--- src/design/pcfm_pkg.sv ---
package pcfm_pkg;

  // Field widths
  localparam int unsigned CurW    = 24;
  localparam int unsigned FaultW  = 8;
  localparam int unsigned WdW     = 10;
  localparam int unsigned CfgIdxW = 2;

  // Stream widths
  localparam int unsigned InDataW  = 32;
  localparam int unsigned InUserW  = 1;
  localparam int unsigned OutDataW = 32;

  // Output beat bit positions
  localparam int unsigned OutOverChgBit  = 24;
  localparam int unsigned OutOverDisBit  = 25;
  localparam int unsigned OutSensorWdBit = 26;
  localparam int unsigned OutGoodBit     = 27;
  localparam int unsigned OutChargingBit = 28;
  localparam int unsigned OutChangedBit  = 29;

  // Register reset values
  localparam logic signed [CurW-1:0] ChargeLimitRst    = -24'sd20000;
  localparam logic signed [CurW-1:0] DischargeLimitRst = 24'sd20000;
  localparam logic signed [CurW-1:0] ChargingThreshRst = 24'sd0;
  localparam logic [WdW-1:0]         WdPeriodsRst      = 10'd20;

  // Configuration register indexes
  typedef enum logic [CfgIdxW-1:0] {
    CFG_CHARGE_LIMIT    = 2'd0,
    CFG_DISCHARGE_LIMIT = 2'd1,
    CFG_CHARGING_THRESH = 2'd2,
    CFG_WD_PERIODS      = 2'd3
  } cfg_idx_e;

  // Sensor fault codes
  typedef enum logic [FaultW-1:0] {
    SENS_OK           = 8'd0,
    SENS_OUT_OF_BOUND = 8'd1,
    SENS_DISCHARGE    = 8'd2,
    SENS_CHARGE       = 8'd3,
    SENS_WATCHDOG     = 8'd4
  } sens_fault_e;

  // One result beat
  typedef struct packed {
    logic                   changed;
    logic                   charging;
    logic                   good;
    logic                   sensor_wd;
    logic                   over_dis;
    logic                   over_chg;
    logic signed [CurW-1:0] current;
  } result_t;

endpackage

--- src/design/pack_current_fault_monitor.sv ---
// Channel   | Handshake                  | Payload
// s_axis    | s_axis_tvalid/tready       | tdata: fault byte, raw current; tuser: frame valid
// m_axis    | m_axis_tvalid/tready       | tdata: current, fault flags, good, charging, changed
// cfg       | cfg_valid_i/cfg_ready_o    | cfg_index_i, cfg_data_i
//
// One beat per clock sustained while the result is not stalled. Each beat sits in
// the input register, is evaluated against the held state, and lands in the
// result register. The state is updated as a beat moves into the result
// register. Reset clears the held state and the valids and loads the register defaults.
// A stalled result stops the input register; the input side stays ready while
// that register is free or draining. Config writes are always taken.
module pack_current_fault_monitor (
  input  logic                            clk_i,
  input  logic                            rst_ni,
  // slave stream
  input  logic                            s_axis_tvalid,
  output logic                            s_axis_tready,
  // [7:0] frame_fault_byte, [31:8] frame_current_raw
  input  logic [pcfm_pkg::InDataW-1:0]    s_axis_tdata,
  // [0] frame_valid
  input  logic [pcfm_pkg::InUserW-1:0]    s_axis_tuser,
  // master stream
  output logic                            m_axis_tvalid,
  input  logic                            m_axis_tready,
  // [23:0] current_ma, [24] fault_over_charge, [25] fault_over_discharge,
  // [26] fault_sensor_watchdog, [27] monitor_good, [28] is_charging_now,
  // [29] charge_state_changed, [31:30] zero
  output logic [pcfm_pkg::OutDataW-1:0]   m_axis_tdata,
  // configuration writes
  input  logic                            cfg_valid_i,
  output logic                            cfg_ready_o,
  input  logic [pcfm_pkg::CfgIdxW-1:0]    cfg_index_i,
  input  logic [pcfm_pkg::CurW-1:0]       cfg_data_i
);

  // Config registers
  logic signed [pcfm_pkg::CurW-1:0] charge_limit_q, discharge_limit_q, charging_thresh_q;
  logic [pcfm_pkg::WdW-1:0]         wd_periods_q;

  // Input register
  logic                        in_valid_q;
  logic                        in_frame_q;
  logic [pcfm_pkg::FaultW-1:0] in_fault_q;
  logic [pcfm_pkg::CurW-1:0]   in_current_q;

  // Held state
  logic signed [pcfm_pkg::CurW-1:0] held_current_q, held_current_d;
  logic [pcfm_pkg::FaultW-1:0]      held_fault_q, held_fault_d;
  logic                             charging_q, charging_d;
  logic                             good_q, good_d;
  logic                             armed_q, armed_d;
  logic                             seen_q, seen_d;
  logic [pcfm_pkg::WdW-1:0]         wd_count_q, wd_count_d;

  // Result register
  logic              out_valid_q;
  pcfm_pkg::result_t res_q, res_d;

  logic                     s1_fire;
  logic [pcfm_pkg::WdW-1:0] wd_period;
  logic [pcfm_pkg::WdW-1:0] wd_inc;
  logic                     f_chg, f_dis, f_wd;

  assign s1_fire       = in_valid_q && (!out_valid_q || m_axis_tready);
  assign s_axis_tready = !in_valid_q || s1_fire;
  assign cfg_ready_o   = 1'b1;

  // Config writes
  always_ff @(posedge clk_i or negedge rst_ni) begin
    if (!rst_ni) begin
      charge_limit_q    <= pcfm_pkg::ChargeLimitRst;
      discharge_limit_q <= pcfm_pkg::DischargeLimitRst;
      charging_thresh_q <= pcfm_pkg::ChargingThreshRst;
      wd_periods_q      <= pcfm_pkg::WdPeriodsRst;
    end else if (cfg_valid_i) begin
      case (pcfm_pkg::cfg_idx_e'(cfg_index_i))
        pcfm_pkg::CFG_CHARGE_LIMIT:    charge_limit_q    <= $signed(cfg_data_i);
        pcfm_pkg::CFG_DISCHARGE_LIMIT: discharge_limit_q <= $signed(cfg_data_i);
        pcfm_pkg::CFG_CHARGING_THRESH: charging_thresh_q <= $signed(cfg_data_i);
        pcfm_pkg::CFG_WD_PERIODS:      wd_periods_q      <= cfg_data_i[pcfm_pkg::WdW-1:0];
        default: ;
      endcase
    end
  end

  // Input register valid
  always_ff @(posedge clk_i or negedge rst_ni) begin
    if (!rst_ni) begin
      in_valid_q <= 1'b0;
    end else if (s_axis_tready) begin
      in_valid_q <= s_axis_tvalid;
    end
  end

  // Input register payload
  always_ff @(posedge clk_i) begin
    if (s_axis_tvalid && s_axis_tready) begin
      in_frame_q   <= s_axis_tuser[0];
      in_fault_q   <= s_axis_tdata[pcfm_pkg::FaultW-1:0];
      in_current_q <= s_axis_tdata[pcfm_pkg::FaultW +: pcfm_pkg::CurW];
    end
  end

  // Watchdog, then frame capture, then fault checks and charging flag
  always_comb begin
    wd_period = (wd_periods_q == '0) ? pcfm_pkg::WdW'(1) : wd_periods_q;
    wd_inc    = wd_count_q + pcfm_pkg::WdW'(1);

    wd_count_d     = wd_count_q;
    seen_d         = seen_q;
    armed_d        = armed_q;
    held_current_d = held_current_q;
    held_fault_d   = held_fault_q;
    good_d         = good_q;
    charging_d     = charging_q;
    f_chg          = 1'b0;
    f_dis          = 1'b0;
    f_wd           = 1'b0;

    // freshness check runs before this period's frame
    if (armed_q) begin
      wd_count_d = wd_inc;
      if (wd_inc >= wd_period) begin
        wd_count_d = '0;
        if (!seen_q) begin
          f_wd = 1'b1;
        end else begin
          seen_d = 1'b0;
        end
      end
    end

    if (in_frame_q) begin
      seen_d         = 1'b1;
      held_current_d = $signed(in_current_q);
      held_fault_d   = in_fault_q;
      if (!armed_q) begin
        armed_d    = 1'b1;
        wd_count_d = '0;
      end
    end

    // priority: charge limit, discharge limit, sensor code
    if (held_current_d < charge_limit_q) begin
      f_chg = 1'b1;
    end else if (held_current_d > discharge_limit_q) begin
      f_dis = 1'b1;
    end else if (held_fault_d != pcfm_pkg::SENS_OK) begin
      case (pcfm_pkg::sens_fault_e'(held_fault_d))
        pcfm_pkg::SENS_OUT_OF_BOUND: f_wd  = 1'b1;
        pcfm_pkg::SENS_DISCHARGE:    f_dis = 1'b1;
        pcfm_pkg::SENS_CHARGE:       f_chg = 1'b1;
        pcfm_pkg::SENS_WATCHDOG:     f_wd  = 1'b1;
        default: ;
      endcase
    end else if (in_frame_q) begin
      good_d = 1'b1;
    end

    charging_d = !(held_current_d > charging_thresh_q);

    res_d.current   = held_current_d;
    res_d.over_chg  = f_chg;
    res_d.over_dis  = f_dis;
    res_d.sensor_wd = f_wd;
    res_d.good      = good_d;
    res_d.charging  = charging_d;
    res_d.changed   = charging_d != charging_q;
  end

  // Held state
  always_ff @(posedge clk_i or negedge rst_ni) begin
    if (!rst_ni) begin
      held_current_q <= '0;
      held_fault_q   <= '0;
      charging_q     <= 1'b0;
      good_q         <= 1'b0;
      armed_q        <= 1'b0;
      seen_q         <= 1'b0;
      wd_count_q     <= '0;
    end else if (s1_fire) begin
      held_current_q <= held_current_d;
      held_fault_q   <= held_fault_d;
      charging_q     <= charging_d;
      good_q         <= good_d;
      armed_q        <= armed_d;
      seen_q         <= seen_d;
      wd_count_q     <= wd_count_d;
    end
  end

  // Result register valid
  always_ff @(posedge clk_i or negedge rst_ni) begin
    if (!rst_ni) begin
      out_valid_q <= 1'b0;
    end else if (!out_valid_q || m_axis_tready) begin
      out_valid_q <= in_valid_q;
    end
  end

  // Result register payload
  always_ff @(posedge clk_i) begin
    if (s1_fire) begin
      res_q <= res_d;
    end
  end

  assign m_axis_tvalid = out_valid_q;
  assign m_axis_tdata  = {{(pcfm_pkg::OutDataW - $bits(pcfm_pkg::result_t)){1'b0}}, res_q};

endmodule

--- config.mk ---
export PLATFORM = sky130hd
export DESIGN_NAME = pack_current_fault_monitor
export DESIGN_NICKNAME = d
export VERILOG_FILES = /design/src/design/pcfm_pkg.sv /design/src/design/pack_current_fault_monitor.sv
export SDC_FILE = /design/constraint.sdc
export NUM_CORES = 1
export LEC_CHECK = 0
export ABC_AREA = 1
export ABC_CLOCK_PERIOD_IN_PS = 7000
export BUFFER_PORTS_ARGS = -buffer_cell sky130_fd_sc_hd__buf_4
export CAP_MARGIN = 20
export CORE_ASPECT_RATIO = 0.9
export CORE_MARGIN = 2
export CORE_UTILIZATION = 45
export CTS_CLUSTER_DIAMETER = 80
export DETAILED_ROUTE_END_ITERATION = 10
export PLACE_DENSITY_LB_ADDON = 0.05
export SYNTH_ARGS = -nofsm -noshare
export SYNTH_HDL_FRONTEND = slang
export SYNTH_SLANG_ARGS = --single-unit
--- constraint.sdc ---
create_clock -name clk_i -period 7 [get_ports clk_i]
set_input_delay 0.35 -clock clk_i [delete_from_list [all_inputs] [get_ports clk_i]]
set_output_delay 0.35 -clock clk_i [all_outputs]
set_load 0.005 [all_outputs]
## Yosys cells after proc, flatten, opt, wreduce, memory -nomap -nowiden

Index checks and enable logic that the tools add are counted.

- Word-level logic and storage cells: 82
- Input port bits: 64
- Bits in registers: 193
- Output and inout port bits: 35

- Multiplexer cells: 27
- Order comparisons: 4
- Reductions and logical operators: 19
- Eq/ne operators: 8
- Add/sub/neg operators: 1

Operators by type and width:

| kind | number |
|---|---|
| 2-to-1 mux 10 bit | 5 |
| > comparator 24 bit | 2 |
| less-than comparator 24 bit | 1 |
| 2-to-1 mux 24 bit | 1 |
| 2-to-1 mux 1 bit | 20 |
| == test 8 x 2 -> 1 bit, second input constant | 2 |
| adder 10 x 1 -> 10 bit, second input constant | 1 |
| >= comparator 10 bit | 1 |
| logical NOT 10 bit | 1 |
| AND reduction 2 bit | 5 |
| == test 8 x 1 -> 1 bit, second input constant | 1 |
| == test 8 x 3 -> 1 bit, second input constant | 1 |
| 2-to-1 mux 8 bit | 1 |
| nonzero test 8 bit | 1 |
| == test 2 bit, second input constant | 2 |
| nonzero test 2 bit | 2 |
| logical NOT 1 bit | 3 |
| AND reduction 3 bit | 1 |
| == test 2 x 1 -> 1 bit, second input constant | 1 |
| logical AND 1 bit | 2 |
| logical NOT 2 bit | 1 |
| logical OR 1 bit | 2 |
| OR reduction 2 bit | 1 |
| inequality test 1 bit | 1 |

## Logic depth before layout (Yosys ltp)

- Word-level depth: 9
- Gate-level depth with buffers: 20
- Gate-level depth less buffers: 19

## Worst setup path before layout

OpenSTA, ideal clock, no wires.

- Path kind: flip-flop to flip-flop
- Start point: register in_frame_q
- End point: register res_q (netlist bit m_axis_tdata[29]), data pin
- Cell stages (with the launch flop): 17
- Arrival: 2362 ps
- Clock period less this slack: 2615 ps
- Setup slack: 4385 ps
- Setup time: 253 ps
- Required time: 6747 ps
- Buffers on the path: 4
- Cells stage by stage: edfxtp_1 -> buf_6 -> buf_6 -> buf_2 -> buf_2 -> o21ai_0 -> ha_1 -> a21oi_1 -> o21ai_0 -> nand2_1 -> o211ai_1 -> nand2_1 -> nand3_1 -> nand2_1 -> nand3_1 -> nand2_1 -> nand2_1

RTL lines:

| element | RTL line | RTL |
|---|---|---|
| start, declared | pack_current_fault_monitor.sv:42 | `logic in_frame_q;` |
| start signal, assigned | pack_current_fault_monitor.sv:98 | `in_frame_q <= s_axis_tuser[0];` |
| end signal, assigned | pack_current_fault_monitor.sv:204 | `res_q <= res_d;` |
| end, declared | pack_current_fault_monitor.sv:57 | `pcfm_pkg::result_t res_q, res_d;` |

## Worst setup path after layout

- Start point: register in_frame_q
- End point: register res_q (netlist bit m_axis_tdata[26]), data pin

- Elaborated cells on any way between the ends: 12
- Those cells by class: order compare (2); eq/ne (2); mux (6); reduce/logical (2)

RTL lines:

| element | RTL line | RTL |
|---|---|---|
| 2-to-1 mux 24 bit (*) | pack_current_fault_monitor.sv:133 | `if (in_frame_q) begin` |
| named net held_current_d, one bit | pack_current_fault_monitor.sv:47 | `logic signed [pcfm_pkg::CurW-1:0] held_current_q, held_current_d;` |
| > comparator 24 bit | pack_current_fault_monitor.sv:146 | `end else if (held_current_d > discharge_limit_q) begin` |
| 2-to-1 mux 1 bit | pack_current_fault_monitor.sv:146 |  |
| 2-to-1 mux 1 bit (*) | pack_current_fault_monitor.sv:144 | `if (held_current_d < charge_limit_q) begin` |
| named net f_wd | pack_current_fault_monitor.sv:62 | `logic f_chg, f_dis, f_wd;` |

The timed path passes the listed nets; every way through them passes the cells marked *.
A chain may end at the register's enable or synchronous reset.

==> metrics.csv <==
stage;metric;value;unit
outcome;status;finished, final reports clean;
clock_network;clk_latency;0.44;ns
cells_and_area;nNetsFinal;1268;
clock_network;cts_buffers;17;
floorplanning;die_y;142;um
yosys;yosysWarnings;0;
timing;slew_violations;0;
timing;fmax;320;MHz
worst_setup_path;r2r_slack;3.88;ns
yosys;synth_edf_count;63;
route;drc_errors;0;
cells_and_area;syn_to_final_growth;16.6;%
yosys;synth_cells;1032;
worst_setup_path;cp.arrival;3.31;ns
place;port_buffers;95;
yosys;synthArstFlopShare;67.4;%
power_and_ir_drop;power.density;305;nW/um^2
grt;grt_use_total;19.5;%
floorplanning;core_area;20800;um^2
clock_network;post-cts-setup-buffers;0;
timing;setup_tns;0;ns
route;antenna_left;0;
timing;hold_viol_final;0;
route;wire_per_inst;14.4;um
timing;worst_hold_slack;0.0800;ns
floorplanning;start_util;45.8;%
yosys;synth-seq-cells;193;
grt;antenna_found_initial;0;
worst_setup_path;rr_worst_depth;14;
place;globalplace.congestion;0.811;
clock_network;cts_root_buffer;clkbuf_16;
timing;max_slew_margin;35.1;%
worst_setup_path;worstSetupPathType;flip-flop to flip-flop;
clock_network;htreeDepth;4;
timing;min_period;3.12;ns
floorplanning;die_area;22400;um^2
grt;grtUsageMet2;31.6;%
route;via_per_inst;4.79;
yosys;synth_cell_type_count;41;
worst_setup_path;end_kind;flip-flop;
clock_network;cts_buffer_depth;2;
cells_and_area;final_common_cell;nand2_1;
yosys;syn_avg_cell_area;9.25;um^2
grt;grt_pass1_vias;6641;
place;dp_hpwl;14.3;mm
floorplanning;io_pins;99;
grt;grt_max_degree;92;
grt;global_route.usage.met3;3.14;%
timing;setup_viol;0;
clock_network;clock_sinks;193;
cells_and_area;drive_gt1_share;15.2;%
grt;busiest_layer;met2;
cells_and_area;n_antenna_cell;0;
clock_network;cts_tree;yes;
grt;gr-total-overflow;0;
power_and_ir_drop;leakagePower;5.44;nW
hold_path;hold_depth;1;
yosys;dominantRegCellSynth;dfrtp_1;
worst_setup_path;worst_r2r_startpoint;in_frame_q;
floorplanning;rows;50;
grt;use_met1;27.5;%
worst_setup_path;crit_required;7.19;ns
worst_setup_path;r2r_end;m_axis_tdata[26];
route;drt_wl_total;20.4;mm
hold_path;hp-class;input pin to flip-flop;
hold_path;hold_path_end;in_current_q[18];
route;drt-initial-drc-count;271;
yosys;synth_area;9540;um^2
clock_network;clkTransAtPathRegs;0.08;ns
timing;grt_setup_unrepaired;no;
cells_and_area;final_cell_mix;nand2_1, inv_1, o21ai_0;
power_and_ir_drop;p_total;3.40;mW
timing;clock_skew;0.0141;ns
timing;fin_crit_sh;44.6;%
timing;worstMarginPinSlew;0.974;ns
floorplanning;die_x;158;um
yosys;synth.yosys.seq_area_share;54.2;%
worst_setup_path;cp-start-kind;flip-flop;
grt;grt_first_pass_wirelength;33.9;mm
worst_setup_path;critical_path.max_fanout;62;
route;first_pass_iters;5;
power_and_ir_drop;vdd_drop_max;0.000143;V
job;drv_cap;0;
route;vias;6805;
hold_path;hold_path_startpoint;s_axis_tdata[26];
-- critical path, cell delays in order (launching register included) --
cell	delay [ns]
edfxtp_1	0.33
buf_4	0.53
o21ai_0	0.43
ha_1	0.40
nand2_1	0.07
nor2_1	0.15
nand4_1	0.13
nor2_1	0.24
nand2_1	0.11
nand3_1	0.08
nand2_1	0.05
nand2_1	0.09
nand2_1	0.10
nand3_1	0.09
o21ai_1	0.06
-- sequential cells by signal, indices dropped and copies added (netlist names) --
| name | count |
|---|---|
| m_axis_tdata | 30 |
| held_fault_q | 8 |
| wd_count_q | 10 |
| held_current_q | 24 |
| armed_q | 1 |
| seen_q | 1 |
| good_q | 1 |
| in_fault_q | 8 |
| in_frame_q | 1 |
| wd_periods_q | 10 |
| m_axis_tvalid | 1 |
| charging_thresh_q | 24 |
| in_valid_q | 1 |
| in_current_q | 24 |
| charging_q | 1 |
| charge_limit_q | 24 |
| discharge_limit_q | 24 |
-- area by class of cell --
type                       count  area [um^2]
fill                        1929         9700
sequential                   193         5170
multi-input combinational    628         3540
timing repair buffer         104          803
inverter                     178          671
clock buffer                  18          439
tap                          286          358
clock inverter                14          141
-- what timing repair did --
action,in CTS,in global routing
setup endpoints to repair,0,0
hold endpoints to repair,16,0
resized for setup,0,0
hold buffers,1,0
-- kinds of logic after synthesis --
kind of cell | synth area share [%]
buf+inv | 8.69
flops | 54.2
simple gates | 14.1
compound gates | 11.6
fa+ha+maj | 10.8
other cells | 0.0787
xor+xnor | 0.551
-- report_power, final --
| group | total, mW | internal [mW] | switching [mW] |
|---|---|---|---|
| clock | 0.960 | 0.486 | 0.473 |
| combinational | 0.919 | 0.362 | 0.558 |
| sequential | 1.52 | 1.41 | 0.102 |
-- worst max-delay path by stage --
| stage | from | end | slack [ns] |
|---|---|---|---|
| after floorplan | in_frame_q | m_axis_tdata[29] | 4.39 |
| after detailed placement | in_frame_q | m_axis_tdata[26] | 3.87 |
| after global placement | in_frame_q | m_axis_tdata[26] | 3.94 |
| after CTS | in_frame_q | m_axis_tdata[26] | 3.86 |
| after global routing | in_frame_q | m_axis_tdata[26] | 3.49 |
| final | in_frame_q | m_axis_tdata[26] | 3.88 |
-- stage by stage --
stage	worst slack (ns)	instance area [um^2]	util [%]	std cells
CTS	3.86	11100	53.3	1420
finish	3.88	11100	53.4	1421
detailed placement	3.87	10500	50.5	1387
global route	3.49	11100	53.4	1421
floorplan	4.39	9550	-	1033
global placement	3.94	10500	50.5	1387
-- cells in the mapped netlist (all sizes together) (3+ instances only) --
cell    instances  area share [%]
nand2         240             9.5
inv           178             7.0
o21ai         159             8.4
dfrtp         108              28
ha             82              11
edfxtp         63              20
nor2           37             1.5
a21oi          35             1.8
clkbuf         24            0.94
dfstp          22             6.1
nand3          19             1.0
nand4          15            0.98
buf            10            0.72
xor2            6            0.55
nor3            5            0.37
o22ai           4            0.26
a21o            3            0.24
nor4            3            0.35
o211ai          3            0.24
or2             3            0.20
-- routing by layer --
metal,vias up,wire length (um),share of wire (%)
met3,16,633,3.1
met5,-,0,0
met4,0,163,0.80
met2,95,9490,46
met1,3154,10200,50
li1,3540,-,-
No activity file was read; power rests on OpenSTA's default activity.
